File: config.mk
export PLATFORM = sky130hd
export DESIGN_NAME = mean_threshold_binarizer_core
export DESIGN_NICKNAME = d
export VERILOG_FILES = /design/src/rtl/core/mtb_pkg.sv /design/src/rtl/core/mtb_ctrl.sv /design/src/rtl/core/mtb_dpath.sv /design/src/rtl/core/mean_threshold_binarizer_core.sv
export SDC_FILE = /design/constraint.sdc
export NUM_CORES = 1
export LEC_CHECK = 0
export BUFFER_PORTS_ARGS = -buffer_cell sky130_fd_sc_hd__clkbuf_2
export CAP_MARGIN = 20
export CORE_ASPECT_RATIO = 2
export CORE_UTILIZATION = 40
export CTS_CLUSTER_DIAMETER = 100
export CTS_CLUSTER_SIZE = 14
export DETAILED_ROUTE_END_ITERATION = 6
export SYNTH_ARGS = -nofsm -noshare
export SYNTH_HDL_FRONTEND = slang
export SYNTH_HIERARCHICAL = 1
export SYNTH_SLANG_ARGS = --single-unit
File: constraint.sdc
create_clock -name clk_i -period 4.4 [get_ports clk_i]
set_clock_uncertainty 0.1 [all_clocks]
set_input_delay 0.44 -clock clk_i [delete_from_list [all_inputs] [get_ports clk_i]]
set_output_delay 0.44 -clock clk_i [all_outputs]
set_load 0.1 [all_outputs]
File: src/rtl/core/mtb_pkg.sv
`timescale 1ns / 1ps
`default_nettype none

package mtb_pkg;

  // field and state widths
  localparam int unsigned ChanW   = 8;
  localparam int unsigned TotalW  = 10;
  localparam int unsigned SumW    = 32;
  localparam int unsigned CountW  = 23;
  localparam int unsigned AvgW    = 10;
  localparam int unsigned LevelW  = 8;

  // frame capacity in pixels
  localparam int unsigned MaxPixels = 4194304;

  // divider: one quotient bit per step, quotient never exceeds 765
  localparam int unsigned DivSteps = AvgW;
  localparam int unsigned StepW    = $clog2(DivSteps);
  localparam int unsigned DivShift = AvgW - 1;

  // output levels
  localparam logic [LevelW-1:0] LevelHigh = 8'd255;
  localparam logic [LevelW-1:0] LevelLow  = 8'd0;

  // command codes
  localparam logic CmdAccumulate = 1'b0;
  localparam logic CmdClassify   = 1'b1;

  // controller to datapath commands
  typedef struct packed {
    logic accum;
    logic classify;
    logic div_load;
    logic div_step;
  } ctrl_cmd_t;

endpackage

`default_nettype wire

File: src/rtl/core/mtb_ctrl.sv
`timescale 1ns / 1ps
`default_nettype none

module mtb_ctrl (
  input  wire logic             clk_i,
  input  wire logic             rst_ni,
  input  wire logic             start_i,
  input  wire logic             command_i,
  input  wire logic             last_i,
  output mtb_pkg::ctrl_cmd_t    cmd_o,
  output logic                  busy_o,
  output logic                  level_valid_o
);
  import mtb_pkg::*;

  typedef enum logic [1:0] {
    ST_IDLE,
    ST_LOAD,
    ST_DIV
  } state_e;

  state_e            state_q;
  logic [StepW-1:0]  step_q;
  logic              busy_q;
  logic              valid_q;
  logic              accept;

  // a word is taken only while no division runs
  assign accept = start_i & ~busy_q;

  // datapath commands
  assign cmd_o.accum    = accept & (command_i == CmdAccumulate);
  assign cmd_o.classify = accept & (command_i == CmdClassify);
  assign cmd_o.div_load = (state_q == ST_LOAD);
  assign cmd_o.div_step = (state_q == ST_DIV);

  assign busy_o        = busy_q;
  assign level_valid_o = valid_q;

  // state, step counter and registered outputs
  always_ff @(posedge clk_i or negedge rst_ni) begin
    if (!rst_ni) begin
      state_q <= ST_IDLE;
      step_q  <= '0;
      busy_q  <= 1'b0;
      valid_q <= 1'b0;
    end else begin
      valid_q <= cmd_o.classify;
      unique case (state_q)
        ST_IDLE: begin
          if (cmd_o.accum && last_i) begin
            state_q <= ST_LOAD;
            busy_q  <= 1'b1;
          end
        end
        ST_LOAD: begin
          state_q <= ST_DIV;
          step_q  <= '0;
        end
        ST_DIV: begin
          if (step_q == StepW'(DivSteps - 1)) begin
            state_q <= ST_IDLE;
            busy_q  <= 1'b0;
          end else begin
            step_q <= step_q + StepW'(1);
          end
        end
        default: begin
          state_q <= ST_IDLE;
          busy_q  <= 1'b0;
        end
      endcase
    end
  end

endmodule

`default_nettype wire

File: src/rtl/core/mtb_dpath.sv
`timescale 1ns / 1ps
`default_nettype none

module mtb_dpath (
  input  wire logic                         clk_i,
  input  wire logic                         rst_ni,
  input  wire mtb_pkg::ctrl_cmd_t           cmd_i,
  input  wire logic [mtb_pkg::ChanW-1:0]    red_i,
  input  wire logic [mtb_pkg::ChanW-1:0]    green_i,
  input  wire logic [mtb_pkg::ChanW-1:0]    blue_i,
  input  wire logic                         last_i,
  output logic      [mtb_pkg::LevelW-1:0]   level_o
);
  import mtb_pkg::*;

  logic [SumW-1:0]   sum_q, sum_d;
  logic [CountW-1:0] count_q, count_d;
  logic [AvgW-1:0]   avg_q;
  logic              done_q;
  logic [SumW-1:0]   rem_q;
  logic [SumW-1:0]   dvs_q;
  logic [LevelW-1:0] level_q;

  logic [TotalW-1:0] total;
  logic [SumW-1:0]   sum_base;
  logic [CountW-1:0] count_base;
  logic              qbit;

  // pixel channel total
  assign total = TotalW'(red_i) + TotalW'(green_i) + TotalW'(blue_i);

  // accumulate, restarting the frame after a finished pass
  always_comb begin
    sum_base   = done_q ? '0 : sum_q;
    count_base = done_q ? '0 : count_q;
    if (count_base < CountW'(MaxPixels)) begin
      sum_d   = sum_base + SumW'(total);
      count_d = count_base + CountW'(1);
    end else begin
      sum_d   = sum_base;
      count_d = count_base;
    end
  end

  // restoring divide step; an empty count yields zero
  assign qbit = (count_q != '0) && (rem_q >= dvs_q);

  // frame state
  always_ff @(posedge clk_i or negedge rst_ni) begin
    if (!rst_ni) begin
      sum_q   <= '0;
      count_q <= '0;
      avg_q   <= '0;
      done_q  <= 1'b0;
    end else begin
      if (cmd_i.accum) begin
        sum_q   <= sum_d;
        count_q <= count_d;
        done_q  <= last_i;
      end
      if (cmd_i.div_load) begin
        avg_q <= '0;
      end else if (cmd_i.div_step) begin
        avg_q <= {avg_q[AvgW-2:0], qbit};
      end
    end
  end

  // divider working registers and result word
  always_ff @(posedge clk_i) begin
    if (cmd_i.div_load) begin
      rem_q <= sum_q;
      dvs_q <= {count_q, DivShift'(0)};
    end else if (cmd_i.div_step) begin
      if (qbit) begin
        rem_q <= rem_q - dvs_q;
      end
      dvs_q <= dvs_q >> 1;
    end
    if (cmd_i.classify) begin
      level_q <= (avg_q > total) ? LevelLow : LevelHigh;
    end
  end

  assign level_o = level_q;

endmodule

`default_nettype wire

File: src/rtl/core/mean_threshold_binarizer_core.sv
// mean threshold binarizer
// input channel: a pixel word (command, red, green, blue, last) is taken at
// a rising clock edge with start high and busy low.
// accumulate words (command 0) add red+green+blue to the frame sum and count
// the pixel, up to the frame capacity; the word marked last ends the pass.
// the next accumulate word after a finished pass starts a new frame.
// classify words (command 1) give level_o = 0 when the frame average exceeds
// red+green+blue, else 255, with level_valid_o high for one cycle, in the cycle
// after the word is taken. accumulate words give no result.
// throughput: one word per cycle, except after a last word: busy then stays
// high while the average is formed by a restoring divider that
// yields one quotient bit per cycle (a load state, then 10 steps).
// the receiver cannot stall; each result is valid for exactly one cycle.
// reset clears the sum, count, average and pass flag; classify before any
// pass therefore gives 255.
`timescale 1ns / 1ps
`default_nettype none

module mean_threshold_binarizer_core (
  input  wire logic                        clk_i,
  input  wire logic                        rst_ni,
  input  wire logic                        start,
  output logic                             busy,
  input  wire logic                        command_i,
  input  wire logic [mtb_pkg::ChanW-1:0]   red_i,
  input  wire logic [mtb_pkg::ChanW-1:0]   green_i,
  input  wire logic [mtb_pkg::ChanW-1:0]   blue_i,
  input  wire logic                        last_i,
  output logic                             level_valid_o,
  output logic      [mtb_pkg::LevelW-1:0]  level_o
);
  import mtb_pkg::*;

  ctrl_cmd_t cmd;

  // sequencer
  mtb_ctrl u_ctrl (
    .clk_i         (clk_i),
    .rst_ni        (rst_ni),
    .start_i       (start),
    .command_i     (command_i),
    .last_i        (last_i),
    .cmd_o         (cmd),
    .busy_o        (busy),
    .level_valid_o (level_valid_o)
  );

  // accumulators, divider and compare
  mtb_dpath u_dpath (
    .clk_i   (clk_i),
    .rst_ni  (rst_ni),
    .cmd_i   (cmd),
    .red_i   (red_i),
    .green_i (green_i),
    .blue_i  (blue_i),
    .last_i  (last_i),
    .level_o (level_o)
  );

endmodule

`default_nettype wire
==> results.yml, run 1 <==
run_status:
  outcome: "finished, final reports clean"
setup_path:
  slowest_stage: "fa_1"
  critPathArrivalTime_ns: 4.25
  startpoint_type: "primary input"
  cp_max_fo: 13
  crit_path_end_kind: "flop"
  crit_chain: "clkbuf_2, fa_1, ha_1, a21oi_1, nor2b_1, or3_1, xnor2_1, inv_1, ha_1, or3_1, o22ai_1, o21ai_1, a211oi_1, o41ai_2, buf_4, a41o_1, a31oi_1"
  r2r_slack_ns: 0.80
  crit_type: "primary input to flop"
  max_stage_delay_ns: 0.47
  required_ns: 4.65
cells_and_area:
  finish.utilization_pct: 45.5
  final_area_mm2: 0.0108
  final_common_cell: "nand2_1"
  layout_common_cells: "131 x nand2_1, 81 x inv_1, 74 x dfrtp_1"
  drive_above_1_share_pct: 11.7
  num_antenna_cells: 0
  fin_cells: 1394
  area_growth_pct: 11.5
  final_nets: 1192
clock_tree:
  cts_setup_buffers: 0
  insertion_delay_ns: 0.43
  clk_pin_slew_ns: 0.07
  htreeDepth: 4
  ctsHoldBuffers: 0
  cts_made_buffers: 17
  clock_sinks: 139
  post_cts_resized: 0
  tritoncts: "built"
  clockBufferDepth: 2
  cts_root_buf: "clkbuf_16"
detailed_routing:
  num_vias: 8058
  routed_wl_mm: 26.2
  wl_met2_mm: 14.6
  m1WireLength_mm: 9.20
  routedWlPerCell_um: 18.8
  drc_errors: 0
  ant_nets: 0
  vias_per_cell: 5.78
  dr.pass1.iters: 4
  drt_iter0_drc: 423
  dr_wl_met3_um: 618
  highest_layer: "met4"
floorplanning:
  die_w_um: 112
  ios: 39
  dieArea_mm2: 0.0250
  initial_utilization_pct: 40.8
  core_mm2: 0.0238
  die_h_um: 222
  rows: 80
place:
  io_buffers: 38
  gp_congestion: 0.851
  dpl.cell_count: 1362
  pre_cts_ws_ns: -0.0342
  place_area_mm2: 0.0103
  hpwl_mm: 19.9
power_and_ir_drop:
  comb_power_share_pct: 14.9
  irDropWorstVdd_mv: 0.255
  p_switching_mw: 0.896
  p_per_area_mw_per_mm2: 295
  pwr-share-seq_pct: 42.2
  finalPower_mw: 3.19
  leakage_nw: 4.74
  power_frac_clock_pct: 42.9
  internal_power_mw: 2.30
  p_sw_share_pct: 28.1
synthesis:
  synthMuxAreaShare_pct: 3.23
  yosysSeqAreaShare_pct: 38.2
  synth_compound_area_share_pct: 19.4
  synth_edf_count: 56
  syn_inst: 1062
  synth_cell_types: 91
  synth_top_family_by_area: "compound AO/OA/AOI/OAI gates"
  synth_area_leaders: "dfrtp_1 19%, edfxtp_1 17%, ha_1 7.5%"
  syn_nets: 1160
  synthAdderAreaFrac_pct: 9.94
  synth.largest_area_cell: "dfrtp_1"
  ys_warn_count: 6
  syn_area_mm2: 0.00972
  synth_ff_type: "dfrtp_1"
  avgSynthCellArea_um2: 9.15
  async_flop_share_pct: 53.2
  synth_seq_cells: 139
  yosysTopAreaCellShare_pct: 19.1
  synthSimpleGateAreaFrac_pct: 19.1
  synth-xor-area-share_pct: 4.51
flow_run:
  cap_violations: 0
timing:
  final.setup.worst_slack_ns: 0.393
  setup_viol: 0
  rsz0062_at_grt: "no"
  finalHoldViolCount: 0
  tns_ns: 0
  min_period_ns: 4.01
  max_freq_ghz: 0.250
  fin_hold_ws_ns: 0.0628
  report.final.slew_viol_count: 0
  relSlewSlack_pct: 34.1
  tightest_slew_ns: 0.988
  post-route-period-util_pct: 91.1
global_route:
  grt_first_pass_wirelength_mm: 42.6
  grt_pass1_vias: 8267
  antenna_found_initial: 0
  grt_start_max_net_pins: 106
  grt_usage_pct: 22.2
  grt_overflow: 0
worst_hold_path:
  holdCritPathClass: "primary input to async pin"
[synth_stat cells (9+ instances only)]
cell type and number:
a211oi_1 12, dfxtp_1 9, nand3_1 20, nand4_1 24
xnor2_1 26, o31ai_1 13, xor2_1 24, clkbuf_1 35
mux2i_1 28, o21ai_0 67, a21oi_1 56, edfxtp_1 56
o21a_1 9, ha_1 58, and3_1 13, a22o_1 19
a21o_1 24, fa_1 11, nand2_1 131, nor2_1 66
dfrtp_1 74, nor3_1 14, nor4_1 11, nor2b_1 27
nand2b_1 10, inv_1 82
[cell type report]
class,instances,area [µm²]
inverter,82,308
fill,2361,13000
tap,287,359
sequential,139,3710
clock buffer,17,425
timing repair buffer,66,428
clock inverter,15,128
multi-input combinational,788,5470
[routing by layer]
layer  vias to the layer above  global-route usage [%]
li1                       3891                       -
met1                      3942                    20.9
met2                       161                    42.8
met3                        64                    3.41
met4                         0                    15.7
met5                         -                       0
[final timing paths]
kind	cells past startpoint	endpoint	start
min	1	u_dpath/count_q[17]$_DFFE_PN0P_	rst_ni
min in group clk_i	3	u_dpath/done_q$_DFFE_PN0P_	last_i
min reg2reg	2	u_dpath/sum_q[5]$_DFFE_PN0P_	u_dpath/sum_q[5]$_DFFE_PN0P_
max in group asynchronous	1	u_dpath/sum_q[0]$_DFFE_PN0P_	rst_ni
max	17	u_dpath/sum_q[13]$_DFFE_PN0P_	red_i[4]
max reg2reg	12	u_dpath/rem_q[10]$_DFFE_PP_	u_dpath/rem_q[0]$_DFFE_PP_
[kinds of logic after synthesis]
| group | count (synthesis) |
|---|---|
| multiplexers | 31 |
| buffers and inverters | 135 |
| flip-flops | 139 |
| AO/OA/AOI/OAI | 272 |
| XOR/XNOR | 50 |
| AND/OR/NAND/NOR | 364 |
| adder cells (fa/ha/maj) | 71 |
[flip-flops by register name, indices dropped and copies added, names as in the netlist]
name                  flops
u_ctrl/state_q            2
u_dpath/dvs_q            32
u_ctrl/level_valid_o      1
u_dpath/rem_q            32
u_dpath/level_o           1
u_ctrl/step_q             4
u_ctrl/busy_o             1
u_dpath/avg_q            10
u_dpath/count_q          23
u_dpath/done_q            1
u_dpath/sum_q            32
[critical path: cells and delay by family]
family / cells / cell delay (ns)
fa+ha+maj: 3 / 1.06
simple gates: 3 / 0.81
compound gates: 7 / 1.39
xor+xnor: 1 / 0.19
buf+inv: 3 / 0.35
[power by group through the flow]
stage | sequential [mW] | combinational (mW) | clock (mW)
after global routing | 1.35 | 0.528 | 1.45
after floorplan | 1.37 | 0.304 | 0
final | 1.35 | 0.474 | 1.37
after global placement | 1.37 | 0.471 | 0
after CTS | 1.35 | 0.479 | 1.40
after detailed placement | 1.37 | 0.475 | 0
Note: power is estimated with default switching activity, not from simulation.
==> run 2: changes to the inputs <==
CORE_UTILIZATION = 29   (was 40)
==> run 2 against run 1 <==
Compared with the run above:
- register-to-register slack worse by 0.02 ns
- sequential cell count stayed put
- power is 2.5% higher
- fmax is 0.68% lower
- sequential share of layout area is 0.70 points lower
- critical path depth stayed put
- core utilization is 12 points lower
- critical path type unchanged
- final cell count is 10% higher
- highest routed layer unchanged
==> results.yml, run 2 (synthesis gave the netlist of run 1 again) <==
cells_and_area:
  area_growth_pct: 13.8
  final_nets: 1193
  largestRegisters: "u_dpath/dvs_q x32, u_dpath/rem_q x32, u_dpath/sum_q x32"
  num_antenna_cells: 0
  final_common_cell: "nand2_1"
  fin_cells: 1540
  drive_above_1_share_pct: 11.6
  layout_common_cells: "131 x nand2_1, 81 x inv_1, 74 x dfrtp_1"
run_status:
  outcome: "finished, final reports clean"
timing:
  relSlewSlack_pct: 35.6
  tns_ns: 0
  report.final.slew_viol_count: 0
  final.setup.worst_slack_ns: 0.366
  post-route-period-util_pct: 91.7
  max_freq_ghz: 0.248
  setup_viol: 0
  min_period_ns: 4.03
  tightest_slew_ns: 0.964
  rsz0062_at_grt: "no"
  finalHoldViolCount: 0
setup_path:
  required_ns: 4.66
  critPathArrivalTime_ns: 4.29
  slowest_stage: "fa_1"
  crit_path_end_kind: "flop"
  crit_type: "primary input to flop"
  r2r_cells: 10
  r2r_start: "u_dpath/dvs_q[10]$_DFFE_PP_"
  r2r-end: "u_dpath/rem_q[27]$_DFFE_PP_"
  crit_chain: "clkbuf_2, fa_1, ha_1, a21oi_1, nor2_1, or3_1, xnor2_1, inv_1, ha_1, or3_1, o22ai_1, o21ai_1, a211oi_1, o41ai_2, buf_4, a41o_1, a31oi_1"
  r2r_slack_ns: 0.78
  crit_start: "red_i[2]"
  cp-endpoint: "u_dpath/sum_q[13]$_DFFE_PN0P_"
  cp_max_fo: 13
  startpoint_type: "primary input"
  max_stage_delay_ns: 0.51
power_and_ir_drop:
  p_per_area_mw_per_mm2: 296
  irDropWorstVdd_mv: 0.278
  finalPower_mw: 3.27
  leakage_nw: 4.76
floorplanning:
  ios: 39
  initial_utilization_pct: 29.5
  die_w_um: 131
  die_h_um: 261
  dieArea_mm2: 0.0343
  core_mm2: 0.0329
  rows: 94
global_route:
  grt.busiest_layer: "met2"
  grt_first_pass_wirelength_mm: 42.3
  grt_pass1_vias: 8261
  use_met1_pct: 14.5
  met2_usage_pct: 30.9
  grt_start_max_net_pins: 66
  grt_overflow: 0
  grt_util_met3_pct: 1.92
  grt_usage_pct: 15.8
  antenna_found_initial: 0
clock_tree:
  clockBufferDepth: 2
  insertion_delay_ns: 0.44
  post_cts_resized: 0
  cts_root_buf: "clkbuf_16"
  tritoncts: "built"
  cts_made_buffers: 17
  htreeDepth: 4
  ctsHoldBuffers: 1
  cts_setup_buffers: 0
  clock_sinks: 139
  clk_pin_slew_ns: 0.06
worst_hold_path:
  holdCritPathClass: "primary input to flop"
detailed_routing:
  vias_per_cell: 5.26
  dr.pass1.iters: 5
  num_vias: 8105
  ant_nets: 0
  drt_iter0_drc: 406
  drc_errors: 0
  routed_wl_mm: 26.0
  routedWlPerCell_um: 16.9
place:
  io_buffers: 38
  hpwl_mm: 20.1
  dpl.cell_count: 1507
  gp_congestion: 0.875
  pre_cts_ws_ns: -0.121
flow_run:
  cap_violations: 0
## run 2: changes by cell type in the layout (fill, tap and decap cells not counted), sizes merged
cell         delta
inv             -7
bufinv          +3
clkbuf          +2
clkinv          +2
dlygate4sd3     +1
## run 2: through the flow
step	instance area, µm²	utilization [%]	hold slack, ns
after global routing	11100	33.6	0.200
after CTS	11100	33.6	0.171
final	11100	33.6	0.184
after floorplan	9720	-	0.0444
after detailed placement	10400	31.7	0.366
after global placement	10400	31.7	0.363
## run 2: worst min-delay path by stage
stage / slack [ns] / start / cells after the start / to
after global routing: 0.20 / start / 2 / u_ctrl/state_q[0]$_DFFE_PN0P_
after detailed placement: 0.37 / rst_ni / 1 / u_dpath/avg_q[3]$_DFFE_PN0P_
after CTS: 0.17 / start / 3 / u_ctrl/busy_o$_DFFE_PN0P_
after global placement: 0.36 / rst_ni / 1 / u_dpath/avg_q[2]$_DFFE_PN0P_
final: 0.18 / last_i / 3 / u_dpath/done_q$_DFFE_PN0P_
after floorplan: 0.04 / rst_ni / 0 / u_ctrl/busy_o$_DFFE_PN0P_
## run 2: layout make-up
type	instances	area, µm²
fillers	3462	21900
multi-input cells	788	5470
flip-flops and latches	139	3710
well taps	432	541
clock buffers	19	433
repair buffers	67	425
inverters	82	308
clock inverters	13	168
## run 2: where the power goes
| part | internal (mW) | leakage (nW) | total (mW) | switching (mW) |
|---|---|---|---|---|
| Combinational | 0.192 | 3.04 | 0.431 | 0.240 |
| Clock | 0.896 | 0.288 | 1.49 | 0.594 |
| Sequential | 1.34 | 1.44 | 1.35 | 0.00748 |
## run 2: worst max-delay path, delay by kind of cell
family,cells,cell delay [ns]
AOI/OAI and AO/OA,7,1.52
xor gates and xnor gates,1,0.18
and+or+nand+nor,3,0.79
adders and majority gates,3,1.01
buffers and inverters,3,0.36
## run 2: layer usage
metal	part of all wire (%)	up-vias
li1	-	3905
met4	7.3	0
met1	35	3924
met3	2.6	89
met5	0	-
met2	56	187
==> run 3: changes to the inputs <==
CORE_MARGIN = 4   (was not set)
==> run 3 against run 2 <==
Compared with the run above:
- sequential power about the same
- non-clock buffer count is 3 higher
- sequential cell count is the same
==> results.yml, run 3 (synthesis gave the netlist of run 1 again) <==
run_status:
  outcome: "finished, final reports clean"
clock_tree:
  tritoncts: "built"
  cts_setup_buffers: 0
  cts_root_buf: "clkbuf_16"
  clock_sinks: 139
  htreeDepth: 4
  cts_made_buffers: 17
  insertion_delay_ns: 0.43
  clockBufferDepth: 2
  clk_pin_slew_ns: 0.06
floorplanning:
  dieArea_mm2: 0.0367
  rows: 94
  die_h_um: 267
  die_w_um: 137
  ios: 39
  core_mm2: 0.0330
  initial_utilization_pct: 29.4
cells_and_area:
  final_common_cell: "nand2_1"
  drive_above_1_share_pct: 11.8
  area_growth_pct: 13.7
  final_nets: 1196
  largestRegisters: "u_dpath/dvs_q x32, u_dpath/rem_q x32, u_dpath/sum_q x32"
  fin_cells: 1543
  layout_common_cells: "131 x nand2_1, 81 x inv_1, 74 x dfrtp_1"
  finish.utilization_pct: 33.4
  fill_cells: 3368
  num_antenna_cells: 0
power_and_ir_drop:
  p_sw_share_pct: 26.0
  internal_power_mw: 2.32
  pwr-share-seq_pct: 43.1
  finalPower_mw: 3.13
  p_per_area_mw_per_mm2: 284
  comb_power_share_pct: 13.8
  p_switching_mw: 0.815
  irDropWorstVdd_mv: 0.290
  power_frac_clock_pct: 43.2
  leakage_nw: 4.76
global_route:
  grt_usage_pct: 14.6
  grt_start_max_net_pins: 65
  grt_overflow: 0
  grt_first_pass_wirelength_mm: 42.3
  grt_pass1_vias: 8421
  antenna_found_initial: 0
place:
  dpl.cell_count: 1510
  gp_congestion: 0.861
  hpwl_mm: 20.1
  io_buffers: 38
setup_path:
  crit_type: "primary input to flop"
  r2r_slack_ns: 0.81
  r2r_cells: 12
  startpoint_type: "primary input"
  r2r_start: "u_dpath/rem_q[0]$_DFFE_PP_"
  cp_max_fo: 11
  crit_start: "red_i[2]"
  crit_path_end_kind: "flop"
  critPathArrivalTime_ns: 4.22
  cp-endpoint: "u_dpath/sum_q[31]$_DFFE_PN0P_"
  required_ns: 4.64
  r2r-end: "u_dpath/rem_q[18]$_DFFE_PP_"
detailed_routing:
  drt_iter0_drc: 305
  routedWlPerCell_um: 16.9
  ant_nets: 0
  routed_wl_mm: 26.1
  dr.pass1.iters: 7
  drc_errors: 0
  num_vias: 8025
  vias_per_cell: 5.20
timing:
  tightest_slew_ns: 0.990
  setup_viol: 0
  finalHoldViolCount: 0
  relSlewSlack_pct: 33.9
  max_freq_ghz: 0.251
  min_period_ns: 3.98
  rsz0062_at_grt: "no"
  post-route-period-util_pct: 90.5
  report.final.slew_viol_count: 0
  fin_hold_ws_ns: 0.187
flow_run:
  cap_violations: 0
worst_hold_path:
  holdCritPathClass: "primary input to flop"
  hp-start: "start"
run 3: worst max-delay path, stage by stage:
cell and delay [ns]:
clkbuf_2 0.09, fa_1 0.50, ha_1 0.31, a21oi_1 0.24
nor2_1 0.09, or3_1 0.33, xnor2_1 0.19, inv_1 0.07
ha_1 0.20, or3_1 0.36, o22ai_1 0.21, o21ai_1 0.15
a211oi_1 0.35, o41ai_2 0.10, buf_4 0.19, a31o_2 0.23
a31oi_1 0.18
run 3: area by class of cell:
class	instances	area (µm²)	share of cell area, %
Multi-Input combinational cell	788	5470	49.5
Sequential cell	139	3710	33.6
Tap cell	432	541	4.89
Clock buffer	22	485	4.40
Timing Repair Buffer	70	460	4.17
Inverter	82	308	2.79
Clock inverter	10	68.8	0.623
run 3: power groups by stage:
stage | logic, mW | registers [mW] | clock network (mW)
after global placement | 0.421 | 1.37 | 0
after CTS | 0.435 | 1.35 | 1.39
after global routing | 0.491 | 1.35 | 1.45
after floorplan | 0.304 | 1.37 | 0
after detailed placement | 0.432 | 1.37 | 0
final | 0.431 | 1.35 | 1.35
run 3: stage by stage:
stage                     setup slack (ns)  setup TNS (ns)  instance area, µm²
after global placement              0.0413               0               10500
after floorplan                      0.378               0                9720
after detailed placement           -0.0354          -0.143               10500
after global routing                0.0413               0               11000
after CTS                            0.401               0               11000
final                                0.418               0               11000
run 3: timing repair:
item,4_1_cts,5_1_grt
hold buffers,1,0
endpoints found under the hold margin,49,0
gates resized for setup,0,0
endpoints found under the setup margin,0,0
run 3: worst min-delay path by stage:
stage / end / slack [ns] / cells after the start
5_1_grt: u_dpath/done_q$_DFFE_PN0P_ / 0.21 / 3
6_report: u_ctrl/busy_o$_DFFE_PN0P_ / 0.19 / 3
4_1_cts: u_ctrl/busy_o$_DFFE_PN0P_ / 0.17 / 3
3_5_place_dp: u_dpath/sum_q[1]$_DFFE_PN0P_ / 0.39 / 2
3_3_place_gp: u_dpath/sum_q[9]$_DFFE_PN0P_ / 0.38 / 2
2_1_floorplan: u_ctrl/busy_o$_DFFE_PN0P_ / 0.04 / 0
run 3: metal layers:
metal	wire [µm]	track usage, %	vias up
li1	-	-	3902
met1	9290	14.2	3906
met2	15100	28.8	158
met3	583	1.81	59
met4	1130	7.59	0
met5	0	0	-
